$ cat src/sv/wsip_pkg.sv
// Types and constants of the wide string to integer parser.
// No dependencies; imported by every module of the block.
package wsip_pkg;

	localparam int CHAR_W   = 16;
	localparam int RADIX_W  = 6;
	localparam int VALUE_W  = 32;
	localparam int OFFSET_W = 12;
	localparam int STATUS_W = 2;

	localparam logic [RADIX_W-1:0] RADIX_RESET = 6'd10;
	localparam logic [RADIX_W-1:0] MAX_RADIX   = 6'd36;
	localparam logic [RADIX_W-1:0] HEX_RADIX   = 6'd16;
	localparam logic [RADIX_W-1:0] DEC_RADIX   = 6'd10;
	localparam logic [RADIX_W-1:0] OCT_RADIX   = 6'd8;
	localparam logic [RADIX_W-1:0] BAD_RADIX   = 6'd1;
	localparam logic [RADIX_W-1:0] MIN_RADIX   = 6'd2;

	localparam logic [CHAR_W-1:0] CH_TAB     = 16'h0009;
	localparam logic [CHAR_W-1:0] CH_CR      = 16'h000D;
	localparam logic [CHAR_W-1:0] CH_SPACE   = 16'h0020;
	localparam logic [CHAR_W-1:0] CH_PLUS    = 16'h002B;
	localparam logic [CHAR_W-1:0] CH_MINUS   = 16'h002D;
	localparam logic [CHAR_W-1:0] CH_ZERO    = 16'h0030;
	localparam logic [CHAR_W-1:0] CH_NINE    = 16'h0039;
	localparam logic [CHAR_W-1:0] CH_UPPER_A = 16'h0041;
	localparam logic [CHAR_W-1:0] CH_UPPER_X = 16'h0058;
	localparam logic [CHAR_W-1:0] CH_LOWER_X = 16'h0078;
	localparam logic [CHAR_W-1:0] CASE_BIT   = 16'h0020;
	localparam logic [CHAR_W-1:0] LETTERS    = 16'd26;
	localparam logic [RADIX_W-1:0] LETTER_BASE = 6'd10;

	localparam logic [STATUS_W-1:0] ST_OK    = 2'd0;
	localparam logic [STATUS_W-1:0] ST_RANGE = 2'd1;
	localparam logic [STATUS_W-1:0] ST_BASE  = 2'd2;

	typedef enum logic [4:0] {
		PH_IDLE   = 5'b00001,
		PH_LEAD   = 5'b00010,
		PH_SIGNED = 5'b00100,
		PH_ZERO   = 5'b01000,
		PH_DIGITS = 5'b10000
	} phase_t;

	typedef struct packed {
		logic [CHAR_W-1:0] char_code;
		logic              string_start;
	} in_t;

	typedef struct packed {
		logic signed [VALUE_W-1:0] value;
		logic [OFFSET_W-1:0]       end_offset;
		logic [STATUS_W-1:0]       status;
	} out_t;

	typedef struct packed {
		logic               is_ws;
		logic               is_plus;
		logic               is_minus;
		logic               is_zero;
		logic               is_x;
		logic               is_dig;
		logic [RADIX_W-1:0] digit;
	} chr_class_t;

endpackage

$ cat src/sv/wide_string_to_integer_parser_core.sv
// Top level of the streaming wide string to integer parser (strtol rules).
// Depends on wsip_pkg, wsip_in_stage, wsip_char_class and wsip_parse_core.
//
//   channel   signals                       payload
//   in        in_valid / in_ready           in_item  (in_t: char_code, string_start)
//   out       out_valid / out_ready         out_item (out_t: value, end_offset, status)
//   config    radix_we                      radix_wdata (6 bits)
//
// One character per cycle unless the output stalls; input register, then result register.
// The rate is set by the single step unit: one multiply-add and limit compare per char.
// arst_n clears the parse state and both valid flags; radix resets to 10.
// A result held in the output register stalls the step stage, while the input
// register still takes one more character.
module wide_string_to_integer_parser_core import wsip_pkg::*; #(
	parameter int VALUE_BITS = 32,
	parameter int MAX_CHARS  = 4096
) (
	input  logic               clk,
	input  logic               arst_n,
	input  logic               radix_we,
	input  logic [RADIX_W-1:0] radix_wdata,
	input  logic               in_valid,
	output logic               in_ready,
	input  in_t                in_item,
	output logic               out_valid,
	input  logic               out_ready,
	output out_t               out_item
);

	logic       take;
	logic       valid_s1;
	in_t        item_s1;
	chr_class_t cls;

	wsip_in_stage u_in (
		.clk      (clk),
		.arst_n   (arst_n),
		.in_valid (in_valid),
		.in_ready (in_ready),
		.in_item  (in_item),
		.take     (take),
		.valid_s1 (valid_s1),
		.item_s1  (item_s1)
	);

	wsip_char_class u_cls (
		.char_code (item_s1.char_code),
		.cls       (cls)
	);

	wsip_parse_core #(
		.VALUE_BITS (VALUE_BITS),
		.MAX_CHARS  (MAX_CHARS)
	) u_core (
		.clk         (clk),
		.arst_n      (arst_n),
		.radix_we    (radix_we),
		.radix_wdata (radix_wdata),
		.valid_s1    (valid_s1),
		.item_s1     (item_s1),
		.cls         (cls),
		.take        (take),
		.out_valid   (out_valid),
		.out_ready   (out_ready),
		.out_item    (out_item)
	);

endmodule

$ cat src/sv/wsip_in_stage.sv
// Input register stage of the parser: holds one character until the core takes it.
// Depends on wsip_pkg.
module wsip_in_stage import wsip_pkg::*; (
	input  logic clk,
	input  logic arst_n,
	input  logic in_valid,
	output logic in_ready,
	input  in_t  in_item,
	input  logic take,
	output logic valid_s1,
	output in_t  item_s1
);

	assign in_ready = !valid_s1 || take;

	always_ff @(posedge clk or negedge arst_n) begin
		if (!arst_n) begin
			valid_s1 <= 1'b0;
		end else if (in_ready) begin
			valid_s1 <= in_valid;
		end
	end

	always_ff @(posedge clk) begin
		if (in_ready && in_valid) begin
			item_s1 <= in_item;
		end
	end

endmodule

$ cat src/sv/wsip_char_class.sv
// Character classifier: whitespace, sign, zero, hex prefix and digit value.
// Depends on wsip_pkg.
module wsip_char_class import wsip_pkg::*; (
	input  logic [CHAR_W-1:0] char_code,
	output chr_class_t        cls
);

	logic [CHAR_W-1:0] letter_off;

	// Folding the case bit maps 'a'..'z' onto 'A'..'Z'.
	assign letter_off = (char_code - CH_UPPER_A) & ~CASE_BIT;

	always_comb begin
		cls.is_ws    = (char_code == CH_SPACE) ||
			(char_code >= CH_TAB && char_code <= CH_CR);
		cls.is_plus  = (char_code == CH_PLUS);
		cls.is_minus = (char_code == CH_MINUS);
		cls.is_zero  = (char_code == CH_ZERO);
		cls.is_x     = (char_code == CH_LOWER_X) || (char_code == CH_UPPER_X);
		cls.is_dig   = 1'b0;
		cls.digit    = '0;
		if (char_code >= CH_ZERO && char_code <= CH_NINE) begin
			cls.is_dig = 1'b1;
			cls.digit  = RADIX_W'(char_code - CH_ZERO);
		end else if (char_code >= CH_UPPER_A && letter_off < LETTERS) begin
			cls.is_dig = 1'b1;
			cls.digit  = RADIX_W'(letter_off) + LETTER_BASE;
		end
	end

endmodule

$ cat src/sv/wsip_parse_core.sv
// Parse state, one-character step logic and result register of the parser.
// Depends on wsip_pkg; fed by wsip_in_stage and wsip_char_class.
module wsip_parse_core import wsip_pkg::*; #(
	parameter int VALUE_BITS = 32,
	parameter int MAX_CHARS  = 4096
) (
	input  logic               clk,
	input  logic               arst_n,
	input  logic               radix_we,
	input  logic [RADIX_W-1:0] radix_wdata,
	input  logic               valid_s1,
	input  in_t                item_s1,
	input  chr_class_t         cls,
	output logic               take,
	output logic               out_valid,
	input  logic               out_ready,
	output out_t               out_item
);

	localparam int POS_W  = $clog2(MAX_CHARS);
	localparam int PROD_W = VALUE_BITS + RADIX_W;
	localparam logic [POS_W-1:0] POS_MAX = POS_W'(MAX_CHARS - 1);
	localparam logic [VALUE_BITS-1:0] MAXV = {1'b0, {(VALUE_BITS-1){1'b1}}};

	logic [RADIX_W-1:0]    radix_q;
	phase_t                phase_q, ph_c, ph_n;
	logic [VALUE_BITS-1:0] mag_q, mag_n;
	logic                  neg_q, neg_n;
	logic                  ovf_q, ovf_n;
	logic [RADIX_W-1:0]    base_q, base_n;
	logic [POS_W-1:0]      pos_q, pos_c, pos_inc, pos_n;
	logic [POS_W-1:0]      endp_q, endp_n;
	logic                  emit;
	logic [VALUE_BITS-1:0] res_v, limit;
	logic [STATUS_W-1:0]   res_st;
	logic                  do_signed, do_digit;
	logic [PROD_W-1:0]     prod;

	// A character moves on only when a result it may produce has a free slot.
	assign take = valid_s1 && (!out_valid || out_ready);

	always_comb begin
		ph_n      = phase_q;
		mag_n     = mag_q;
		neg_n     = neg_q;
		ovf_n     = ovf_q;
		base_n    = base_q;
		endp_n    = endp_q;
		pos_c     = pos_q;
		emit      = 1'b0;
		res_v     = '0;
		res_st    = ST_OK;
		do_signed = 1'b0;
		do_digit  = 1'b0;
		prod      = '0;
		limit     = MAXV;

		if (item_s1.string_start) begin
			mag_n  = '0;
			neg_n  = 1'b0;
			ovf_n  = 1'b0;
			pos_c  = '0;
			endp_n = '0;
			base_n = radix_q;
			ph_n   = PH_LEAD;
			if (radix_q == BAD_RADIX || radix_q > MAX_RADIX) begin
				ph_n   = PH_IDLE;
				emit   = 1'b1;
				res_st = ST_BASE;
			end
		end
		ph_c    = ph_n;
		pos_inc = (pos_c < POS_MAX) ? pos_c + 1'b1 : pos_c;
		pos_n   = pos_c;

		unique case (ph_c)
			PH_LEAD: begin
				if (cls.is_ws) begin
					pos_n = pos_inc;
				end else if (cls.is_plus || cls.is_minus) begin
					neg_n = cls.is_minus;
					pos_n = pos_inc;
					ph_n  = PH_SIGNED;
				end else begin
					do_signed = 1'b1;
				end
			end
			PH_SIGNED: do_signed = 1'b1;
			PH_ZERO: begin
				ph_n = PH_DIGITS;
				if ((base_n == HEX_RADIX || base_n == '0) && cls.is_x) begin
					base_n = HEX_RADIX;
					pos_n  = pos_inc;
				end else begin
					if (base_n == '0) begin
						base_n = OCT_RADIX;
					end
					do_digit = 1'b1;
				end
			end
			PH_DIGITS: do_digit = 1'b1;
			PH_IDLE: ;
			default: ;
		endcase

		if (do_signed) begin
			if (cls.is_zero) begin
				pos_n  = pos_inc;
				endp_n = pos_inc;
				ph_n   = PH_ZERO;
			end else begin
				if (base_n == '0) begin
					base_n = DEC_RADIX;
				end
				ph_n     = PH_DIGITS;
				do_digit = 1'b1;
			end
		end

		if (do_digit) begin
			limit = neg_n ? MAXV + 1'b1 : MAXV;
			if (!cls.is_dig || cls.digit >= base_n || base_n < MIN_RADIX) begin
				// Number ends here; overflow saturates to the signed limit.
				res_v  = ovf_n ? limit : mag_n;
				if (neg_n) begin
					res_v = '0 - res_v;
				end
				res_st = ovf_n ? ST_RANGE : ST_OK;
				emit   = 1'b1;
				ph_n   = PH_IDLE;
			end else begin
				pos_n  = pos_inc;
				endp_n = pos_inc;
				if (!ovf_n) begin
					prod = PROD_W'(mag_n) * PROD_W'(base_n) + PROD_W'(cls.digit);
					if (prod > PROD_W'(limit)) begin
						ovf_n = 1'b1;
					end else begin
						mag_n = prod[VALUE_BITS-1:0];
					end
				end
			end
		end
	end

	always_ff @(posedge clk or negedge arst_n) begin
		if (!arst_n) begin
			radix_q <= RADIX_RESET;
			phase_q <= PH_IDLE;
			mag_q   <= '0;
			neg_q   <= 1'b0;
			ovf_q   <= 1'b0;
			base_q  <= '0;
			pos_q   <= '0;
			endp_q  <= '0;
		end else begin
			if (radix_we) begin
				radix_q <= radix_wdata;
			end
			if (take) begin
				phase_q <= ph_n;
				mag_q   <= mag_n;
				neg_q   <= neg_n;
				ovf_q   <= ovf_n;
				base_q  <= base_n;
				pos_q   <= pos_n;
				endp_q  <= endp_n;
			end
		end
	end

	always_ff @(posedge clk or negedge arst_n) begin
		if (!arst_n) begin
			out_valid <= 1'b0;
		end else if (take && emit) begin
			out_valid <= 1'b1;
		end else if (out_ready) begin
			out_valid <= 1'b0;
		end
	end

	always_ff @(posedge clk) begin
		if (take && emit) begin
			out_item.value      <= VALUE_W'(signed'(res_v));
			out_item.end_offset <= OFFSET_W'(endp_n);
			out_item.status     <= res_st;
		end
	end

endmodule

$ cat config.mk
export PLATFORM = sky130hd
export DESIGN_NAME = wide_string_to_integer_parser_core
export DESIGN_NICKNAME = d
export VERILOG_FILES = /design/src/sv/wsip_pkg.sv /design/src/sv/wide_string_to_integer_parser_core.sv /design/src/sv/wsip_in_stage.sv /design/src/sv/wsip_char_class.sv /design/src/sv/wsip_parse_core.sv
export SDC_FILE = /design/constraint.sdc
export NUM_CORES = 1
export LEC_CHECK = 0
export BUFFER_PORTS_ARGS = -buffer_cell sky130_fd_sc_hd__clkbuf_2
export CAP_MARGIN = 20
export CORE_MARGIN = 1.5
export CORE_UTILIZATION = 35
export CTS_BUF_LIST = sky130_fd_sc_hd__clkbuf_16
export DETAILED_ROUTE_END_ITERATION = 10
export HOLD_SLACK_MARGIN = 0.12
export SYNTH_ARGS = -nofsm -noshare
export SYNTH_HDL_FRONTEND = slang
export SYNTH_SLANG_ARGS = --single-unit
$ cat constraint.sdc
create_clock -name clk -period 10.1 [get_ports clk]
set_input_delay 1.01 -clock clk [delete_from_list [all_inputs] [get_ports clk]]
set_output_delay 1.01 -clock clk [all_outputs]
set_load 0.05 [all_outputs]
# Yosys cells after proc, flatten, opt, wreduce, memory -nomap -nowiden
# Cells that the tools add are included.
dict set report word_totals {
  ff_bits 140
  inputBits 28
  out_inout_bits 48
  word_cells 136
}
dict set report op_classes {
  add_sub_neg 6
  multipliers 1
  magnitude_cmp 11
  eq_ne 12
  muxes 68
  reduce_logical 23
}
# cell n
set ops {}
lappend ops {{$mux W32} 8}
lappend ops {{$mux W12} 14}
lappend ops {{$eq A16 B6 Y1 const B} 4}
lappend ops {{$mux W6} 7}
lappend ops {{$add A38 B6 Y38} 1}
lappend ops {{$gt A38 B32 Y1} 1}
lappend ops {{$mul A32 B6 Y38} 1}
lappend ops {{$mux W5} 7}
lappend ops {{$eq A16 B7 Y1 const B} 2}
lappend ops {{$sub A1 B32 Y32 const A} 1}
lappend ops {{$pmux W12 S2} 1}
lappend ops {{$mux W1} 21}
lappend ops {{$ge A16 B4 Y1 const B} 1}
lappend ops {{$ge A16 B6 Y1 const B} 1}
lappend ops {{$ge A16 B7 Y1 const B} 1}
lappend ops {{$le A16 B4 Y1 const B} 1}
lappend ops {{$le A16 B6 Y1 const B} 1}
lappend ops {{$lt A16 B5 Y1 const B} 1}
lappend ops {{$sub A16 B7 Y16 const B} 1}
lappend ops {{$mux W7} 2}
lappend ops {{$add A12 B1 Y12 const B} 1}
lappend ops {{$logic_not A6 Y1} 2}
lappend ops {{$lt A12 B12 Y1 const B} 1}
lappend ops {{$mux W2} 5}
lappend ops {{other kinds (18)} 35}

# Depth between registers and ports, before layout
# Gate-level depths: netlist (run 1).
dict set report logic_depth {
  depth_word 17
  depth_mapped 41
  mapped_depth_nobuf 38
}

# Hierarchy
# From an unflattened synthesis (run 1), not the netlist that was laid out.
dict set report unflattened {
  hier_cells 1822
  hier_area_um2 16020.4
}
# mod n_inst cells_per_inst area_each_um2 seq_area_each_um2
set by_module_without_submodules {}
lappend by_module_without_submodules {wsip_parse_core 1 1689 14691.6 3286.9}
lappend by_module_without_submodules {wsip_char_class 1 112 764.5 0.0}
lappend by_module_without_submodules {wsip_in_stage 1 21 564.3 535.5}

# Worst setup path before layout (run 1)
# Ideal clock, no wire load.
dict set report synth_path {
  kind {register to register}
  startpoint {reg u_in.item_s1[1] (netlist name)}
  endpoint {reg u_core.mag_q[20]}
  setup_ns 0.121
  arrival_time_ns 8.277
  required_time_ns 9.979
  setup_slack_ns 1.702
  path_stages_with_launch 40
  n_path_buf 3
  period_less_slack_ns 8.398
  cell_sequence {edfxtp_1 -> inv_1 -> ha_1 -> buf_4 -> o21ba_2 -> o22ai_1 -> a21o_1 -> a22oi_1 -> nor2_1 -> a21oi_1 -> a31oi_1 -> clkbuf_1 -> nor2_1 -> fa_1 -> inv_1 -> fa_1 -> inv_1 -> fa_1 -> [... 4 more ...] -> a211oi_1 -> nor2_1 -> nand2_1 -> a221oi_2 -> o21ai_0 -> a21oi_1 -> xnor2_1 -> ha_1 -> a21oi_1 -> o21ai_0 -> a221o_1 -> a21oi_1 -> a21oi_1 -> nor3_2 -> nand4_2 -> o31a_1 -> buf_6 -> a22o_1}
}
dict set report synth_via {
  elab_chain_len 16
  word_cells_on_any_way 53
  classes_between {4 x add/sub; 1 x mul; 9 x order compare; 6 x eq/ne; 22 x mux; 11 x reduce/logical}
}
# item line
set synth_lines {}
lappend synth_lines {{parallel branches: the longest is 15 deep, another holds $mul A32 B6 Y38} --}
lappend synth_lines {{$mux W32 *} wsip_parse_core.sv:120} ;# if (do_digit) begin
lappend synth_lines {{to (signal assigned)} wsip_parse_core.sv:162} ;# mag_q <= mag_n;
lappend synth_lines {{to (decl)} wsip_parse_core.sv:27} ;# logic [VALUE_BITS-1:0] mag_q, mag_n;
# Mark *: on every way between the ends.
# A chain may end at the register's enable or synchronous reset.

# Final worst setup path (run 1)
dict set report layout_path {
  startpoint {reg u_in.item_s1[1] (netlist name)}
  endpoint {reg u_core.mag_q[30]}
}
dict set report layout_via {
  elab_chain_len 16
  word_cells_on_any_way 53
  classes_between {4 x add/sub; 1 x mul; 9 x order compare; 6 x eq/ne; 22 x mux; 11 x reduce/logical}
}
# item line
set layout_lines {}
lappend layout_lines {{parallel branches: the longest is 15 deep, another holds $mul A32 B6 Y38} --}
lappend layout_lines {{$mux W32 *} wsip_parse_core.sv:120}
# Marked as above.

==> flow_summary.json, run 1 <==
{
  "synth_edf_count": 63,
  "wl_per_cell_um": 19.1,
  "drt_pass1_iterations": 5,
  "yosysTopAreaCellShare_pct": 16.1,
  "finalCritPeriodShare_pct": 93.5,
  "slowest_delay_ns": 0.57,
  "cts_tree": "yes",
  "row_count": 76,
  "power_density_nw_per_um2": 103,
  "grt_max_degree": 72,
  "synth_cell_type_count": 86,
  "cts_resized": 0,
  "timing.rr.end": "u_core.mag_q[30]",
  "async_reset_ff_share_pct": 55.0,
  "grtUsageTotal_pct": 20.6,
  "drv_slew": 0,
  "setup.worst_path.end_class": "register",
  "grt_antenna_before_repair": 0,
  "design_area_um2": 16900,
  "final_nets": 2042,
  "clock-sinks": 140,
  "start_util_pct": 35.7,
  "syn_inst": 1745,
  "gp_congestion": 0.927,
  "synth_seq_cells": 140,
  "r2r-start": "u_in.item_s1[1]",
  "synth.area.top_cells": "fa_1 (16%), edfxtp_1 (12%), dfrtp_1 (12%), ha_1 (11%), nand2_1 (4.2%)",
  "wl_mm": 45.0,
  "synth_common_cells": "nand2_1 (172), nor2_1 (160), ha_1 (132), a21oi_1 (124), fa_1 (124)",
  "status": "completed",
  "path_clk_slew_ns": 0.07,
  "pre_cts_ws_ns": 0.373,
  "cp_slowest_cell": "fa_1",
  "crit_end": "u_core.mag_q[30]",
  "post_cts_buffers": 0,
  "fin_skew_ns": 0.00913,
  "setup_viol": 0,
  "area_growth_pct": 9.39,
  "cts_hold_buf": 0,
  "drtIter0Drc": 1042,
  "fp.dieW_um": 213,
  "grt-ovfl-total": 0,
  "io_pins": 76,
  "yosys_most_used_dff": "dfrtp_1",
  "clock_latency_ns": 0.45,
  "dp_hpwl_mm": 34.9,
  "cap_violations": 0,
  "setup_slack_ns": 0.656,
  "hold_violations": 0,
  "core_area_um2": 43400,
  "die-height_um": 213,
  "peakVddDrop_uv": 123,
  "io_buffer_count": 75,
  "n_antenna_cell": 0,
  "synth.most_common_cell": "nand2_1",
  "yosys_warnings": 0,
  "p_leak_nw": 7.89,
  "tightest_slew_ns": 0.993,
  "h-tree-depth": 4,
  "utilization_pct": 39.0,
  "via_per_inst": 5.62,
  "ant_nets": 0,
  "rrSetupSlack_ns": 0.66,
  "drc_errors": 0,
  "dpl_cell_area_um2": 16300,
  "clk_root_buffer_cell": "clkbuf_16",
  "syn_area_um2": 15500,
  "ff2ff_path_depth": 38,
  "grt_pass1_wl_mm": 73.4,
  "critPathLaunchType": "register",
  "syn-num-nets": 2029,
  "worstPathRequired_ns": 10.43,
  "grt_pass1_vias": 13028,
  "crit_path_max_fanout": 26,
  "cts_buffer_depth": 2,
  "cts_inserted_buffers": 17,
  "die_area_um2": 45500,
  "min_path_type": "input port to asynchronous set/reset pin",
  "max_freq_mhz": 106,
  "crit_type": "register to register",
  "yosysTopAreaCell": "fa_1",
  "postSynthAreaPerCell_um2": 8.86,
  "worstPathArrival_ns": 9.77,
  "fin_crit_ns": 9.44,
  "seq_area_frac_synth_pct": 24.7,
  "crit_start": "u_in.item_s1[1]",
  "via_count": 13233,
  "layout-drive-gt1-share_pct": 10.2,
  "maxSlewHeadroom_pct": 33.8
}
worst min path at each step:
stage / slack [ns] / to / depth (start not counted)
after floorplan: 0.44 / u_core.endp_q[6] / 2
after global placement: 0.46 / u_core.endp_q[10] / 2
after detailed placement: 0.47 / u_core.endp_q[6] / 2
after CTS: 0.40 / u_core.endp_q[11] / 1
after global routing: 0.42 / u_core.endp_q[9] / 1
final: 0.41 / u_in.valid_s1 / 1
cells by family (layout without fill, tap and decap cells):
group                      after synthesis  after routing  synth area share [%]
AOI/OAI and AO/OA                      419            419                  17.6
xor gates and xnor gates                49             49                  2.78
adders and majority gates              256            256                  26.7
buffers and inverters                  203            229                  5.38
DFF                                    140            140                  24.7
muxes                                   25             25                  1.68
and+or+nand+nor                        653            653                  21.1
metrics by stage:
step | TNS, ns | power, mW | cells | hold WS (ns)
after floorplan | 0 | 1.00 | 1745 | 0.443
after global placement | 0 | 1.14 | 2322 | 0.460
after detailed placement | 0 | 1.15 | 2322 | 0.469
after CTS | 0 | 1.75 | 2354 | 0.402
after global routing | -0.110 | 1.82 | 2356 | 0.418
final | 0 | 1.74 | 2356 | 0.414
placed cells by master, fill, tap and decap left out, types with 17 or more instances in the layout:
| cell | synthesis | final |
|---|---|---|
| mux2i_1 | 17 | 17 |
| o21ai_0 | 90 | 90 |
| buf_4 | 3 | 23 |
| fa_1 | 124 | 124 |
| dfrtp_1 | 74 | 74 |
| clkbuf_2 | 1 | 74 |
| a21oi_1 | 124 | 123 |
| a22o_1 | 38 | 38 |
| inv_1 | 95 | 95 |
| nor2_1 | 160 | 160 |
| nand2b_1 | 28 | 28 |
| nand3_1 | 33 | 33 |
| nand2_1 | 172 | 172 |
| ha_1 | 132 | 131 |
| a21o_1 | 20 | 20 |
| a31oi_1 | 19 | 18 |
| edfxtp_1 | 63 | 63 |
| nor2b_1 | 28 | 28 |
| xnor2_1 | 29 | 29 |
| and2_1 | 78 | 78 |
| nor3_1 | 36 | 35 |
| nand4_1 | 23 | 23 |
| clkbuf_16 | 0 | 18 |
| xor2_1 | 20 | 20 |
power breakdown:
group / total, mW / internal [mW] / leakage [nW] / switching, mW
sequential: 0.706 / 0.661 / 1.65 / 0.0447
clock: 0.603 / 0.333 / 0.282 / 0.270
combinational: 0.435 / 0.106 / 5.96 / 0.329
total: 1.74 / 1.10 / 7.89 / 0.644
per-layer routing:
metal / vias up / GRT usage, % / share of wire, %
met5: - / 0 / 0
met4: 0 / 5.39 / 1.8
met3: 53 / 3.19 / 6.1
met2: 438 / 31.4 / 44
met1: 6562 / 30.3 / 48
li1: 6180 / - / -
worst max-delay path, delay by kind of cell, from the launching register on:
family          cells  cell delay, ns
fa+ha+maj           7            3.05
xor+xnor            1            0.13
simple gates       12            1.97
buf+inv             3            0.43
compound gates     15            3.27
flops               1            0.47
state kept, by name (all words and copies together) (netlist names):
signal            cells
u_core.radix_q        6
u_core.phase_q        5
u_core.endp_q        12
u_core.out_item      46
u_core.mag_q         32
u_in.item_s1         17
u_core.ovf_q          1
u_core.base_q         6
u_core.pos_q         12
u_core.neg_q          1
u_in.valid_s1         1
u_core.out_valid      1
final cells by class:
class | count | area [µm²]
Timing Repair Buffer | 100 | 589
Sequential cell | 140 | 3820
Clock inverter | 14 | 106
Tap cell | 585 | 732
Inverter | 97 | 364
Fill cell | 4375 | 26400
Clock buffer | 18 | 450
Multi-Input combinational cell | 1402 | 10900
Power figures use the tool's default switching activity.
==> run 2: changes to the inputs <==
--- a/config.mk
+++ b/config.mk
@@ -5,12 +5,12 @@
 export SDC_FILE = /design/constraint.sdc
 export NUM_CORES = 1
 export LEC_CHECK = 0
-export BUFFER_PORTS_ARGS = -buffer_cell sky130_fd_sc_hd__clkbuf_2
 export CAP_MARGIN = 20
 export CORE_MARGIN = 1.5
 export CORE_UTILIZATION = 35
 export CTS_BUF_LIST = sky130_fd_sc_hd__clkbuf_16
 export DETAILED_ROUTE_END_ITERATION = 10
+export DONT_BUFFER_PORTS = 1
 export HOLD_SLACK_MARGIN = 0.12
 export SYNTH_ARGS = -nofsm -noshare
 export SYNTH_HDL_FRONTEND = slang
==> run 2 against run 1 <==
Effect of this change:
- global-route usage decreased by 0.83 points
- total power decreased by 1.0%
- register-to-register slack got worse by 0.08 ns
- largest power group unchanged
- highest routed layer unchanged
==> flow_summary.json, run 2 (synthesis gave the netlist of run 1 again) <==
{
  "cts_inserted_buffers": 17,
  "critPathLaunchType": "register",
  "layout-drive-gt1-share_pct": 5.96,
  "via_count": 12834,
  "switchingPower_mw": 0.633,
  "pre_cts_ws_ns": 0.247,
  "cts_buffer_depth": 2,
  "power_frac_clock_pct": 35.5,
  "setup_slack_ns": 0.578,
  "cts_tree": "yes",
  "power_density_nw_per_um2": 104,
  "core_area_um2": 43400,
  "grt_pass1_vias": 12657,
  "netSwitchingFraction_pct": 36.7,
  "wl_per_cell_um": 18.9,
  "drt_pass1_iterations": 5,
  "grt_setup_unrepaired": "false",
  "power.internal_mw": 1.09,
  "area_growth_pct": 6.85,
  "setup.worst_path.end_class": "register",
  "ant_nets": 0,
  "io_buffer_count": 0,
  "grt-ovfl-total": 0,
  "grt_max_degree": 78,
  "slowest_delay_ns": 0.57,
  "cap_violations": 0,
  "fin_total_pwr_mw": 1.73,
  "fin_skew_ns": 0.0151,
  "seq_power_share_pct": 46.6,
  "die-height_um": 213,
  "h-tree-depth": 4,
  "mostFrequentLayoutCell": "nand2_1",
  "grtUsageTotal_pct": 19.8,
  "drtIter0Drc": 1018,
  "finalCritPeriodShare_pct": 94.3,
  "finalSetupTns_ns": 0,
  "cts_hold_buf": 0,
  "worstPathArrival_ns": 9.86,
  "dp_hpwl_mm": 33.3,
  "hold_violations": 0,
  "comb_power_share_pct": 17.9,
  "multi_input_area_um2": 10800,
  "grt_pass1_wl_mm": 70.0,
  "clk_root_buffer_cell": "clkbuf_16",
  "die_area_um2": 45500,
  "wl_mm": 43.2,
  "crit_type": "register to register",
  "io_pins": 76,
  "reg_top3": "u_core.out_item (46), u_core.mag_q (32), u_in.item_s1 (17)",
  "min_path_type": "input port to asynchronous set/reset pin",
  "most-common-layout-cells": "nand2_1 (172), nor2_1 (160), ha_1 (132)",
  "fp.dieW_um": 213,
  "worstPathRequired_ns": 10.44,
  "row_count": 76,
  "register_area_um2": 3820,
  "clock-sinks": 140,
  "peakVddDrop_uv": 116,
  "grt_antenna_before_repair": 0,
  "drv_slew": 0,
  "clock_latency_ns": 0.46,
  "via_per_inst": 5.63,
  "gp_congestion": 0.936,
  "p_leak_nw": 7.57,
  "n_antenna_cell": 0,
  "fin_crit_ns": 9.52,
  "path_clk_slew_ns": 0.07,
  "status": "completed",
  "fillCellCount": 4363,
  "max_freq_mhz": 105,
  "final_nets": 1965,
  "tightest_slew_ns": 1.07,
  "start_util_pct": 35.7,
  "regMostFlops": "u_core.out_item",
  "maxSlewHeadroom_pct": 28.9,
  "drc_errors": 0,
  "setup_viol": 0,
  "largest_reg_flops": 46,
  "crit_path_max_fanout": 28,
  "cp_slowest_cell": "fa_1"
}
## run 2: final cells by class
cell class                      count  area share (%)
Inverter                           97            2.20
Clock inverter                     15           0.833
Sequential cell                   140            23.1
Timing Repair Buffer               23            1.19
Multi-Input combinational cell   1402            65.6
Clock buffer                       17            2.57
Tap cell                          585            4.43
## run 2: worst max-delay path: cells and delay by family, from the launching register on
| family | cells | cell delay (ns) |
|---|---|---|
| simple gates | 11 | 1.99 |
| compound gates | 15 | 3.13 |
| flops | 1 | 0.43 |
| fa+ha+maj | 7 | 3.02 |
| xor+xnor | 1 | 0.11 |
| buf+inv | 5 | 0.71 |
## run 2: timing repair
item	in CTS	in global routing
endpoints found under the setup margin	0	31
setup buffers	0	0
gates resized for setup	0	4
## run 2: worst paths after layout
kind	startpoint	to	slack [ns]	depth (start not counted)
worst max-delay path	u_in.item_s1[1]	u_core.mag_q[22]	0.58	39
worst min-delay path	arst_n	u_core.endp_q[9]	0.24	0
worst max register to register	u_in.item_s1[1]	u_core.mag_q[22]	0.58	39
worst min register to register	u_core.endp_q[0]	u_core.endp_q[0]	0.48	2
max in group asynchronous	arst_n	u_core.radix_q[1]	9.65	0
min in group clk	u_core.endp_q[0]	u_core.endp_q[0]	0.48	2
## run 2: power by group through the flow
stage | Clock [mW] | Sequential (mW) | Combinational (mW)
floorplan | 0 | 0.794 | 0.209
global placement | 0 | 0.814 | 0.299
detailed placement | 0 | 0.814 | 0.302
CTS | 0.622 | 0.804 | 0.303
global route | 0.648 | 0.813 | 0.336
finish | 0.612 | 0.804 | 0.309
## run 2: metrics by stage
step	area [µm²]	utilization (%)	instances	hold slack, ns
after floorplan	15500	-	1745	0.443
after global placement	15900	36.7	2246	0.458
after detailed placement	15900	36.7	2246	0.469
after CTS	16500	38.0	2278	0.224
after global routing	16500	38.1	2279	0.221
final	16500	38.1	2279	0.240
## run 2: per-layer routing
metal	routed length, µm	global-route usage, %
met1	20300	27.8
met4	1140	7.65
met5	0	0
met3	2760	3.84
met2	19000	29.9
